$ cat src/rtl/core/wsd_pkg.sv
// Package for the WebSocket frame deframer.
// Holds parse phase, payload mode and event codes, opcodes and defaults.
// No dependencies; imported by every module under rtl/core.
package wsd_pkg;

  localparam int LengthBitsDefault = 64;
  localparam logic [31:0] MaxPayloadReset = 32'd1048576;

  localparam logic [3:0] OP_TEXT   = 4'h1;
  localparam logic [3:0] OP_BINARY = 4'h2;
  localparam logic [3:0] OP_CLOSE  = 4'h8;
  localparam logic [3:0] OP_PING   = 4'h9;

  localparam logic [6:0] LEN_CODE_16 = 7'd126;
  localparam logic [6:0] LEN_CODE_64 = 7'd127;
  localparam logic [3:0] EXT_BYTES_16 = 4'd2;
  localparam logic [3:0] EXT_BYTES_64 = 4'd8;

  typedef enum logic [2:0] {
    PH_HDR0    = 3'd0,
    PH_HDR1    = 3'd1,
    PH_EXT     = 3'd2,
    PH_PAYLOAD = 3'd3,
    PH_CLOSED  = 3'd4
  } phase_t;

  typedef enum logic [1:0] {
    MODE_DISCARD = 2'd0,
    MODE_DELIVER = 2'd1,
    MODE_PONG    = 2'd2
  } mode_t;

  typedef enum logic [2:0] {
    EV_MSG_BYTE   = 3'd0,
    EV_MSG_END    = 3'd1,
    EV_PONG_BYTE  = 3'd2,
    EV_PONG_EMPTY = 3'd3,
    EV_CLOSE      = 3'd4,
    EV_MASKED     = 3'd5,
    EV_OVERSIZE   = 3'd6
  } ev_kind_t;

  typedef struct packed {
    logic       valid;
    ev_kind_t   kind;
    logic [7:0] data;
    logic       last;
  } event_t;

endpackage

$ cat src/rtl/core/websocket_frame_deframer.sv
// WebSocket frame deframer, top level. Instantiates wsd_in_stage, wsd_parser
// and wsd_out_stage; types and codes come from wsd_pkg.
//
// Takes a server-to-client WebSocket stream one byte per beat and gives at
// most one event beat per input byte. Each byte passes through an input
// register, combinational parse logic and a result register, so a byte is
// accepted every clock as long as the output side keeps taking beats, and
// its event (if any) is presented from the result register after the byte
// has passed the input register; a stalled output holds the result register
// and then the input register; once both hold a beat that cannot move on,
// in_ready drops. Masked headers give a masked event on their second byte
// and parsing restarts at the next byte. A close frame gives one event and
// all later input is taken and dropped until rst. Text and binary payloads
// come out up to the first zero byte, with frame_last on the final payload
// byte (an end event when that byte is not delivered). Frames longer than
// max_payload_len (written through cfg_we/cfg_data, reset 1 MiB) give an
// oversize event and are skipped; ping and close ignore the limit. The
// extended length is held in LENGTH_BITS bits and wraps modulo 2^LENGTH_BITS.
module websocket_frame_deframer
  import wsd_pkg::*;
#(
  parameter int LENGTH_BITS = LengthBitsDefault
) (
  input  logic        clk,
  input  logic        rst,
  // configuration: max_payload_len
  input  logic        cfg_we,
  input  logic [31:0] cfg_data,
  // input byte channel
  input  logic        in_valid,
  output logic        in_ready,
  input  logic [7:0]  rx_byte,
  // event channel
  output logic        out_valid,
  input  logic        out_ready,
  output logic [2:0]  event_kind,
  output logic [7:0]  data_byte,
  output logic        frame_last
);

  logic       held_valid;
  logic [7:0] held_byte;
  logic       can_load;
  logic       advance;
  event_t     ev;

  // Advance the held byte through the parser whenever the result register
  // is empty or being drained this cycle.
  assign advance = held_valid && can_load;

  wsd_in_stage u_in (
    .clk        (clk),
    .rst        (rst),
    .in_valid   (in_valid),
    .in_ready   (in_ready),
    .rx_byte    (rx_byte),
    .advance    (advance),
    .held_valid (held_valid),
    .held_byte  (held_byte)
  );

  wsd_parser #(
    .LENGTH_BITS (LENGTH_BITS)
  ) u_parser (
    .clk      (clk),
    .rst      (rst),
    .cfg_we   (cfg_we),
    .cfg_data (cfg_data),
    .advance  (advance),
    .in_byte  (held_byte),
    .ev       (ev)
  );

  wsd_out_stage u_out (
    .clk        (clk),
    .rst        (rst),
    .advance    (advance),
    .ev         (ev),
    .can_load   (can_load),
    .out_valid  (out_valid),
    .out_ready  (out_ready),
    .event_kind (event_kind),
    .data_byte  (data_byte),
    .frame_last (frame_last)
  );

endmodule

$ cat src/rtl/core/wsd_in_stage.sv
// Input register of the WebSocket frame deframer.
// Holds one received byte until the parser takes it; uses wsd_pkg.
module wsd_in_stage
  import wsd_pkg::*;
(
  input  logic       clk,
  input  logic       rst,
  input  logic       in_valid,
  output logic       in_ready,
  input  logic [7:0] rx_byte,
  input  logic       advance,
  output logic       held_valid,
  output logic [7:0] held_byte
);

  logic       valid_q;
  logic [7:0] byte_q;

  assign in_ready   = !valid_q || advance;
  assign held_valid = valid_q;
  assign held_byte  = byte_q;

  always_ff @(posedge clk) begin
    if (rst) begin
      valid_q <= 1'b0;
    end else if (in_valid && in_ready) begin
      valid_q <= 1'b1;
    end else if (advance) begin
      valid_q <= 1'b0;
    end
  end

  always_ff @(posedge clk) begin
    if (in_valid && in_ready) begin
      byte_q <= rx_byte;
    end
  end

endmodule

$ cat src/rtl/core/wsd_parser.sv
// Frame parser of the WebSocket frame deframer: parse state, length limit
// register and the per-byte event decision. Uses wsd_pkg.
module wsd_parser
  import wsd_pkg::*;
#(
  parameter int LENGTH_BITS = LengthBitsDefault
) (
  input  logic        clk,
  input  logic        rst,
  input  logic        cfg_we,
  input  logic [31:0] cfg_data,
  input  logic        advance,
  input  logic [7:0]  in_byte,
  output event_t      ev
);

  phase_t                   phase, phase_next;
  logic [3:0]               opcode, opcode_next;
  logic [LENGTH_BITS-1:0]   remaining, remaining_next;
  logic [3:0]               ext_left, ext_left_next;
  mode_t                    mode, mode_next;
  logic                     zero_seen, zero_seen_next;
  logic [31:0]              max_len;

  logic                   is_ext;
  logic [LENGTH_BITS-1:0] ext_shift;
  logic [3:0]             ext_left_dec;
  logic                   ext_done;
  logic [LENGTH_BITS-1:0] frame_len;
  logic                   len_zero;
  logic                   oversize;
  logic                   len_complete;
  logic [LENGTH_BITS-1:0] rem_dec;
  logic                   pay_last;
  logic                   deliver_byte;

  assign is_ext       = (in_byte[6:0] == LEN_CODE_16) || (in_byte[6:0] == LEN_CODE_64);
  assign ext_shift    = {remaining[LENGTH_BITS-9:0], in_byte};
  assign ext_left_dec = ext_left - 4'(ext_left != 4'd0);
  assign ext_done     = (ext_left_dec == 4'd0);
  assign frame_len    = (phase == PH_HDR1) ?
                        {{(LENGTH_BITS-7){1'b0}}, in_byte[6:0]} : ext_shift;
  assign len_zero     = (frame_len == '0);
  assign oversize     = {32'd0, frame_len} > {{LENGTH_BITS{1'b0}}, max_len};
  assign len_complete = ((phase == PH_HDR1) && !in_byte[7] && !is_ext) ||
                        ((phase == PH_EXT) && ext_done);
  assign rem_dec      = remaining - LENGTH_BITS'(remaining != '0);
  assign pay_last     = (rem_dec == '0);
  assign deliver_byte = !zero_seen && (in_byte != 8'd0);

  // Next state
  always_comb begin
    phase_next     = phase;
    opcode_next    = opcode;
    remaining_next = remaining;
    ext_left_next  = ext_left;
    mode_next      = mode;
    zero_seen_next = zero_seen;
    unique case (phase)
      PH_HDR0: begin
        opcode_next = in_byte[3:0];
        phase_next  = PH_HDR1;
      end
      PH_HDR1: begin
        if (in_byte[7]) begin
          phase_next = PH_HDR0;
        end else if (is_ext) begin
          remaining_next = '0;
          ext_left_next  = (in_byte[6:0] == LEN_CODE_16) ? EXT_BYTES_16 : EXT_BYTES_64;
          phase_next     = PH_EXT;
        end
      end
      PH_EXT: begin
        remaining_next = ext_shift;
        ext_left_next  = ext_left_dec;
      end
      PH_PAYLOAD: begin
        remaining_next = rem_dec;
        if (pay_last) begin
          phase_next = PH_HDR0;
        end
        if (mode == MODE_DELIVER && !deliver_byte) begin
          zero_seen_next = 1'b1;
        end
      end
      PH_CLOSED: begin
      end
      default: begin
        phase_next = PH_HDR0;
      end
    endcase

    if (len_complete) begin
      remaining_next = frame_len;
      if (opcode == OP_PING) begin
        if (len_zero) begin
          phase_next = PH_HDR0;
        end else begin
          mode_next  = MODE_PONG;
          phase_next = PH_PAYLOAD;
        end
      end else if (opcode == OP_CLOSE) begin
        phase_next = PH_CLOSED;
        mode_next  = MODE_DISCARD;
      end else if (len_zero) begin
        phase_next = PH_HDR0;
      end else begin
        phase_next     = PH_PAYLOAD;
        zero_seen_next = 1'b0;
        if (!oversize && (opcode == OP_TEXT || opcode == OP_BINARY)) begin
          mode_next = MODE_DELIVER;
        end else begin
          mode_next = MODE_DISCARD;
        end
      end
    end
  end

  // Event for the current byte
  always_comb begin
    ev = '{valid: 1'b0, kind: EV_MSG_BYTE, data: 8'd0, last: 1'b0};
    unique case (phase)
      PH_HDR1: begin
        if (in_byte[7]) begin
          ev.valid = 1'b1;
          ev.kind  = EV_MASKED;
        end
      end
      PH_PAYLOAD: begin
        if (mode == MODE_PONG) begin
          ev = '{valid: 1'b1, kind: EV_PONG_BYTE, data: in_byte, last: pay_last};
        end else if (mode == MODE_DELIVER) begin
          if (deliver_byte) begin
            ev = '{valid: 1'b1, kind: EV_MSG_BYTE, data: in_byte, last: pay_last};
          end else if (pay_last) begin
            ev = '{valid: 1'b1, kind: EV_MSG_END, data: 8'd0, last: 1'b1};
          end
        end
      end
      default: begin
      end
    endcase

    if (len_complete) begin
      if (opcode == OP_PING) begin
        if (len_zero) begin
          ev.valid = 1'b1;
          ev.kind  = EV_PONG_EMPTY;
        end
      end else if (opcode == OP_CLOSE) begin
        ev.valid = 1'b1;
        ev.kind  = EV_CLOSE;
      end else if (!len_zero && oversize) begin
        ev.valid = 1'b1;
        ev.kind  = EV_OVERSIZE;
      end
    end
  end

  always_ff @(posedge clk) begin
    if (rst) begin
      phase     <= PH_HDR0;
      opcode    <= 4'd0;
      remaining <= '0;
      ext_left  <= 4'd0;
      mode      <= MODE_DISCARD;
      zero_seen <= 1'b0;
    end else if (advance) begin
      phase     <= phase_next;
      opcode    <= opcode_next;
      remaining <= remaining_next;
      ext_left  <= ext_left_next;
      mode      <= mode_next;
      zero_seen <= zero_seen_next;
    end
  end

  always_ff @(posedge clk) begin
    if (rst) begin
      max_len <= MaxPayloadReset;
    end else if (cfg_we) begin
      max_len <= cfg_data;
    end
  end

endmodule

$ cat src/rtl/core/wsd_out_stage.sv
// Result register of the WebSocket frame deframer.
// Holds one event until the consumer takes it; uses wsd_pkg.
module wsd_out_stage
  import wsd_pkg::*;
(
  input  logic       clk,
  input  logic       rst,
  input  logic       advance,
  input  event_t     ev,
  output logic       can_load,
  output logic       out_valid,
  input  logic       out_ready,
  output logic [2:0] event_kind,
  output logic [7:0] data_byte,
  output logic       frame_last
);

  logic       valid_q;
  ev_kind_t   kind_q;
  logic [7:0] data_q;
  logic       last_q;

  assign can_load   = !valid_q || out_ready;
  assign out_valid  = valid_q;
  assign event_kind = kind_q;
  assign data_byte  = data_q;
  assign frame_last = last_q;

  always_ff @(posedge clk) begin
    if (rst) begin
      valid_q <= 1'b0;
    end else if (advance) begin
      valid_q <= ev.valid;
    end else if (out_ready) begin
      valid_q <= 1'b0;
    end
  end

  always_ff @(posedge clk) begin
    if (advance && ev.valid) begin
      kind_q <= ev.kind;
      data_q <= ev.data;
      last_q <= ev.last;
    end
  end

endmodule

$ cat config.mk
export PLATFORM = sky130hd
export DESIGN_NAME = websocket_frame_deframer
export DESIGN_NICKNAME = d
export VERILOG_FILES = /design/src/rtl/core/wsd_pkg.sv /design/src/rtl/core/websocket_frame_deframer.sv /design/src/rtl/core/wsd_in_stage.sv /design/src/rtl/core/wsd_parser.sv /design/src/rtl/core/wsd_out_stage.sv
export SDC_FILE = /design/constraint.sdc
export NUM_CORES = 1
export LEC_CHECK = 0
export BUFFER_PORTS_ARGS = -buffer_cell sky130_fd_sc_hd__buf_2
export CAP_MARGIN = 20
export CORE_UTILIZATION = 40
export CTS_BUF_LIST = sky130_fd_sc_hd__clkbuf_2
export DETAILED_ROUTE_END_ITERATION = 12
export SYNTH_ARGS = -nofsm -noshare
export SYNTH_HDL_FRONTEND = slang
export SYNTH_SLANG_ARGS = --single-unit
$ cat constraint.sdc
create_clock -name clk -period 5.28 [get_ports clk]
set_input_delay 0.528 -clock clk [delete_from_list [all_inputs] [get_ports clk]]
set_output_delay 0.528 -clock clk [all_outputs]
set_load 0.01 [all_outputs]
==> results of run 1 <==
## critical path, cell delays in order, from the launching register on
cell and delay (ns):
dfxtp_1 0.57, nor3_1 0.17, and3_1 0.26, nand4_1 0.18
nor3_1 0.08, nand3b_1 0.09, ha_1 0.20, ha_1 0.26
nor3b_1 0.38, nand3_1 0.16, buf_4 0.20, nor4_1 0.46
xnor2_1 0.27, o21ai_0 0.20, or4_1 0.52, or4_4 0.56
a21oi_2 0.18, a211oi_1 0.09
## routing by layer
| metal | part of all wire [%] | GRT usage [%] |
|---|---|---|
| met1 | 45 | 37.1 |
| met2 | 45 | 42.6 |
| met3 | 7.3 | 3.47 |
| met4 | 2.2 | 7.72 |
| met5 | 0 | 0 |
## timing repair
| item | in CTS | in global routing |
|---|---|---|
| hold endpoints to repair | 41 | 0 |
| resized for setup | 0 | 7 |
| buffers inserted | 0 | 0 |
| setup endpoints to repair | 0 | 14 |
| hold buffers | 41 | 0 |
## power groups by stage
stage / sequential (uW) / combinational [uW] / clock (uW)
after floorplan: 1100 / 752 / 0
after global placement: 1110 / 1100 / 0
after detailed placement: 1110 / 1100 / 0
after CTS: 1090 / 1130 / 695
after global routing: 1100 / 1260 / 730
final: 1090 / 1170 / 682
## stage by stage
step	std cells	setup WS [ns]	hold slack, ns
after floorplan	1153	0.174	0.445
after global placement	1464	0.369	0.458
after detailed placement	1464	0.228	0.463
after CTS	1537	0.155	0.0465
after global routing	1539	0.00364	0.0662
final	1539	0.318	0.0731
## cell families (layout without fill, tap and decap cells)
group | after synthesis | count (layout)
and+or+nand+nor | 527 | 527
AOI/OAI and AO/OA | 246 | 246
buffers and inverters | 136 | 241
DFF | 132 | 132
xor gates and xnor gates | 38 | 38
muxes | 38 | 38
adders and majority gates | 36 | 36
other | 0 | 1
## final cells by class
cell class | count | share of cell area (%)
clock inverter | 15 | 1.72
sequential | 132 | 27.3
inverter | 49 | 1.77
timing repair buffer | 160 | 11.1
tap | 280 | 3.37
multi-input combinational | 885 | 53.9
clock buffer | 17 | 0.817
antenna | 1 | 0.0240
## sequential cells by signal, summed over array words and instances, names as in the netlist, 2 cells and up
name and flops:
u_parser.remaining 64, u_parser.opcode 4, u_parser.max_len 32, u_parser.ext_left 4, u_parser.mode 2, u_out.data_byte 8, u_out.event_kind 3, u_parser.phase 3
u_in.held_byte 8
## path summary, 6_finish.rpt
check | from | to | cells past startpoint
worst max-delay path | u_parser.remaining[38]$_SDFFE_PP0P_ | u_parser.phase[1]$_SDFFE_PP0P_ | 17
worst max register to register | u_parser.remaining[38]$_SDFFE_PP0P_ | u_parser.phase[1]$_SDFFE_PP0P_ | 17
worst min-delay path | out_ready | u_in.held_valid$_SDFFE_PP0P_ | 4
worst min register to register | u_parser.mode[1]$_SDFFE_PP0P_ | u_parser.mode[1]$_SDFFE_PP0P_ | 2
## placed cells by master, fill, tap and decap left out, drive strengths merged, types with 6 or more instances in the layout
cell,n
nor2,162
and2,35
buf,118
a21o,20
nor4,39
nand4b,8
nand3b,7
mux2i,38
dlygate4sd3,41
nand4,27
clkbuf,18
ha,36
a21oi,55
a22oi,20
a211oi,12
clkinv,6
nand2,85
inv,58
o21ai,59
nor3b,6
or4,15
edfxtp,20
xor2,15
xnor2,23
or3,21
and3,6
a221oi,15
or2,8
o31ai,12
nor3,60
nand3,26
dfxtp,112
o211ai,9
nor4b,6
==> results.md, run 1 <==
- Worst-Margin Slew: 1.11 ns
- Number of global-route vias before repair: ~8,600
- CTS Buf Count: 17
- Fin crit share: 94.0%
- Top-count cell post-synth: nor2_1
- Max-cap viol count: 0
- Switching Share: between 40% and 50%
- RSZ-0062 raised after global routing: false
- Synth Area in Compound Gates: a little under a fifth
- Status: completed
- DP Area: 0.00969 mm2
- Cell taking the most area after synthesis: dfxtp_1
- P_sw: 1270 uW
- Fmax: about 200 MHz
- Clk pwr share: 23.2%
- Pin count of the biggest net entering global routing: 85
- Detail Route Antenna Nets: 0
- Crit. End Element: flip-flop
- # IOs: 59
- Avg Cell Area, Syn: 7.76 um2
- CTS root buffer: clkbuf_2
- Die footprint: 0.0230 mm2
- 1st-iter DRT viols: between 1,000 and 1,500
- Remaining Overflow, GRT: 0
- Commonest cells in the netlist: nor2_1 (162), dfxtp_1 (112), nand2_1 (85)
- Count of input and output buffers: 58
- Synthesized area: slightly below 0.009 mm2
- Mux contribution to synthesized area: roughly 4.3%
- Multi-input logic area: 0.00561 mm2
- Clock tree buffer depth: 2
- Synth async-reset ratio: 0%
- First-pass GRT wire length: around 47 mm
- Synthesis warning total: 0
- Via count: between 9,000 and 10,000
- Yosys top cell area share: 25.1%
- Final Setup Violations: 0
- Row count: between 50 and 60
- Final-report max-slew violation count: 0
- Setup Crit Path Kind: reg2reg
- Clock Latency Late Sink: roughly 0.80 ns
- DRT Pass-1 Iters: 7
- Die Wd: ~150 um
- Fin. Hold Viols: 0
- Synth Area in XOR/XNOR: 3.72%
- Post-synthesis simple-gate area fraction: 30.7%
- RePlAce Congestion: roughly 1
- Top cells by area, synth: dfxtp_1 (25%), nor2_1 (6.8%), edfxtp_1 (6.7%), ha_1 (5.0%), mux2i_1 (4.3%)
- Clock skew: approximately 0.054 ns
- CP arrival: about 5.6 ns
- Total track usage: 26.6%
- DRC errors left: 0
- P_int: 1670 uW
- Total power divided by cell area: between 200 and 300 mW/mm2
- CTS tree: yes
- Setup TNS: 0 ns
- Largest family of logic cells by synthesized area: simple AND/OR/NAND/NOR gates
- Nets: roughly 1,300
- Reg clk slew, reported paths: 0.28 ns
- Synth Flop Type: dfxtp_1
- Finished Cell Area: between 0.01 and 0.015 mm2
- Aggregate routed wire length: about 30 mm
- Area growth syn-to-layout: 16.4%
- FF+latch area: roughly 0.0028 mm2
- Synth Instances: ~1,200
- Max-slew headroom: a little over a quarter
- Post-synthesis sequential area ratio: between 30% and 40%
- Hold Crit Class: in2reg
- CP required: just under 6 ns
- Syn Nets: ~1,200
- Crit path time final: 4.96 ns
- Crit path max fanout: 8
- Overall Power: roughly 3000 uW
- Initial antenna violation count: 1
- Clk sink count: between 100 and 150
- Number of synthesized register bits: roughly 130
- Fillers: approximately 2,200
- Area of the core: between 0.02 and 0.025 mm2
- EDFF count, synth: 20
- Height of the die: about 150 um
- Routed WL per cell: about 19 um
- Startpoint Class: flip-flop
- Leak: around 0.0043 uW
- Starting density of the core: about two fifths
- Detailed placement HPWL: 21.0 mm
- Peak supply drop: roughly 140 uV
- Synthesized-area fraction occupied by adder cells: 5.03%
- Layout cells sized above 1: about 15%
- Worst R2R Setup Slack: around 0.32 ns
- Avg Vias per Cell: 5.92
- Synth cell types: 74
- CTS H-tree depth: 4
- Part of the power in combinational logic: a little under 40%
- Util after Layout: between 40 and 50%
- Sequential Power Share: 37.1%
(Power assumes the default switching activity.)
==> run 2, diff against run 1 <==
--- a/config.mk
+++ b/config.mk
@@ -7,9 +7,10 @@
 export LEC_CHECK = 0
 export BUFFER_PORTS_ARGS = -buffer_cell sky130_fd_sc_hd__buf_2
 export CAP_MARGIN = 20
-export CORE_UTILIZATION = 40
+export CORE_UTILIZATION = 57
 export CTS_BUF_LIST = sky130_fd_sc_hd__clkbuf_2
 export DETAILED_ROUTE_END_ITERATION = 12
+export PLACE_DENSITY = 0.79
 export SYNTH_ARGS = -nofsm -noshare
 export SYNTH_HDL_FRONTEND = slang
 export SYNTH_SLANG_ARGS = --single-unit
==> run 2 against run 1 <==
Compared with the run above:
- die area is 29% lower
- register-to-register slack hardly changed
- wire length is 4.3% lower
- critical endpoint is now u_out.event_kind[0]$_DFFE_PP_
- sequential share of layout area is 0.42 points higher
- non-clock buffer count is 10 lower
- sequential power hardly changed
- highest routed layer unchanged
- largest power group unchanged
- clock skew is 0.0088 ns lower
- combinational power hardly changed
==> results.md, run 2 (same netlist as run 1, synthesis figures left out) <==
- Status: completed
- Sequential Power Share: 37.4% (+0.3 points)
- RePlAce Congestion: 1.05 (+7.3%)
- 1st-iter DRT viols: 1,292 (+23%)
- CP required: 5.78 ns (-0.16 ns)
- Util after Layout: 67.2% (+20 points)
- Clock Latency Late Sink: 0.78 ns (-0.02 ns)
- Layout cells sized above 1: 14.0% (-0.76 points)
- Height of the die: 127 um (-16%)
- Fin crit share: 94.2% (+0.24 points)
- FF-to-FF Start: u_parser.remaining[32]$_SDFFE_PP0P_
- Peak supply drop: 204 uV (+47%)
- Hold Crit Class: in2reg
- Hold depth: 3 (-1)
- CTS tree: yes
- P_sw: 1250 uW (-2.0%)
- Worst Hold Launch: cfg_data[16]
- Clock tree buffer depth: 2 (unchanged)
- Total power divided by cell area: 285 mW/mm2 (+0.88%)
- CTS H-tree depth: 4 (unchanged)
- Non-filler cells, final: 1,461 (-5.1%)
- Worst R2R Setup Slack: 0.31 ns (about the same)
- Area of the core: 0.0153 mm2 (-30%)
- DRT Pass-1 Iters: 8 (+1)
- Fin Hold WS: 0.0430 ns (-0.0301 ns)
- Final-report max-slew violation count: 0 (unchanged)
- P_int: 1680 uW (+0.40%)
- Part of the power in combinational logic: 39.8% (about the same)
- DRC errors left: 0 (unchanged)
- Detail Route Antenna Nets: 0 (unchanged)
- Slowest cell on crit path: or4_1
- CTS Buf Count: 17 (unchanged)
- Initial antenna violation count: 1 (unchanged)
- Slowest stage delay, CP: 0.53 ns (-0.04 ns)
- Leak: 0.00423 uW (-1.1%)
- Avg Vias per Cell: 6.46 (+9.1%)
- Count of input and output buffers: 58 (unchanged)
- Crit path max fanout: 12 (+4)
- Placed insts: 1,384 (-5.5%)
- Final WS setup: 0.306 ns (-0.0125 ns)
- Commonest non-fill, non-tap cell in the layout: nor2_1
- Detailed placement HPWL: 19.4 mm (-7.6%)
- Clk pwr share: 22.8% (-0.4 points)
- Clk sink count: 132 (unchanged)
- Setup Crit Path Kind: reg2reg
- Max-slew headroom: 34.0% (+7.7 points)
- Most common cell on crit path: ha_1
- Fmax: 201 MHz (-0.25%)
- Worst Hold End: u_parser.max_len[16]$_SDFFE_PP0P_
- CP arrival: 5.47 ns (-0.15 ns)
- Startpoint Class: flip-flop
- Reg clk slew, reported paths: 0.27 ns (about the same)
- Commonest cells after routing, fill and taps aside: nor2_1 (162), dfxtp_1 (111), nand2_1 (85), nor3_1 (58), o21ai_0 (58)
- Worst r2r dst: u_out.event_kind[0]$_DFFE_PP_
- Fin. Hold Viols: 0 (unchanged)
- Max-cap viol count: 0 (unchanged)
- Clock skew: 0.0452 ns (-0.00880 ns)
- Number of global-route vias before repair: 8,557 (-0.22%)
- Die Wd: 127 um (-16%)
- Routed WL per cell: 19.5 um (+0.76%)
- Switching Share: 42.6% (-0.60 points)
- Worst-Margin Slew: 0.991 ns (-0.116 ns)
- Worst slack at placement: 0.180 ns (-0.0481 ns)
- # IOs: 59 (unchanged)
- Crit path time final: 4.97 ns (+0.0125 ns)
- Largest register FFs: 64 (unchanged)
- Setup TNS: 0 ns (unchanged)
- Aggregate routed wire length: 28.6 mm (-4.3%)
- Total track usage: 35.7% (+9.1 points)
- Via count: 9,433 (+3.6%)
- Starting density of the core: 58.6% (+18 points)
- Crit. End Element: flip-flop
- Worst reg-to-reg path cell count: 17 (unchanged)
- First-pass GRT wire length: 44.9 mm (-4.6%)
- Die footprint: 0.0162 mm2 (-29%)
- Nets: 1,316 (-0.75%)
- Pin count of the biggest net entering global routing: 85 (unchanged)
- Row count: 45 (-17%)
- CP top delay family: simple AND/OR/NAND/NOR gates
- Final Setup Violations: 0 (unchanged)
- Remaining Overflow, GRT: 0 (unchanged)
- Critical-path cell list: nor4_4 > and3_1 > nand4_1 > nor3_1 > nand3b_1 > ha_1 > ha_1 > or3b_2 > nand2_1 > a311oi_2 > nor2_1 > or4_1 > nor4_1 > and4_1 > nand3_1 > a31oi_1 > buf_4
- Largest Register: u_parser.remaining
- Biggest regs: u_parser.remaining: 64 flops, u_parser.max_len: 32 flops
- CTS root buffer: clkbuf_2
- Area growth syn-to-layout: 14.6%
- CP Buf/Inv Count: 1 (unchanged)
## run 2: metrics by stage
step | area [um2] | power (uW)
final | 10300 | 2920
after global routing | 10300 | 3060
after CTS | 10200 | 2880
after detailed placement | 9520 | 2200
after global placement | 9520 | 2190
after floorplan | 8950 | 1850
## run 2: how the worst max path moves through the flow
| stage | start | to | slack [ns] | cells past startpoint |
|---|---|---|---|---|
| 2_1_floorplan | u_parser.remaining[6]$_SDFFE_PP0P_ | u_out.data_byte[0]$_SDFFCE_PN0P_ | 0.17 | 17 |
| 3_3_place_gp | u_parser.remaining[50]$_SDFFE_PP0P_ | u_out.data_byte[4]$_SDFFCE_PN0P_ | 0.30 | 17 |
| 3_5_place_dp | u_parser.remaining[50]$_SDFFE_PP0P_ | u_out.data_byte[1]$_SDFFCE_PN0P_ | 0.18 | 17 |
| 4_1_cts | u_parser.remaining[50]$_SDFFE_PP0P_ | u_out.frame_last$_SDFFCE_PN0P_ | 0.13 | 17 |
| 5_1_grt | u_parser.remaining[32]$_SDFFE_PP0P_ | u_out.event_kind[0]$_DFFE_PP_ | -0.004 | 17 |
| 6_report | u_parser.remaining[32]$_SDFFE_PP0P_ | u_out.event_kind[0]$_DFFE_PP_ | 0.31 | 17 |
## run 2: power groups by stage
| stage | clock, uW | sequential (uW) | combinational [uW] |
|---|---|---|---|
| after floorplan | 0 | 1100 | 752 |
| after CTS | 672 | 1090 | 1120 |
| after detailed placement | 0 | 1110 | 1090 |
| after global placement | 0 | 1110 | 1080 |
| after global routing | 715 | 1100 | 1250 |
| final | 666 | 1090 | 1160 |
## run 2: per-layer routing
| layer | routed length, um | vias up | part of all wire, % | global-route usage, % |
|---|---|---|---|---|
| li1 | - | 4370 | - | - |
| met1 | 11700 | 4376 | 41 | 47.2 |
| met2 | 12900 | 584 | 45 | 55.3 |
| met3 | 2990 | 103 | 10 | 9.21 |
| met4 | 1030 | 0 | 3.6 | 14.7 |
| met5 | 0 | - | 0 | 0 |
## run 2: worst min-delay path, stage by stage
cell and delay (ns):
buf_2 0.08, mux2i_1 0.06, nor2_1 0.10
## run 2: timing repair
action                                  4_1_cts  5_1_grt
setup buffers                                 0        3
endpoints found under the setup margin        0       14
hold endpoints to repair                     40        0
hold buffers                                 40        0
resized for setup                             0        6
## run 2: area by class of cell
cell class / instances / area [um2]
clock buffers: 17 / 85.1
diodes: 2 / 5.00
fillers: 1283 / 5010
repair buffers: 150 / 1080
multi-input cells: 885 / 5610
flip-flops and latches: 132 / 2840
inverters: 49 / 184
clock inverters: 15 / 180
well taps: 211 / 264
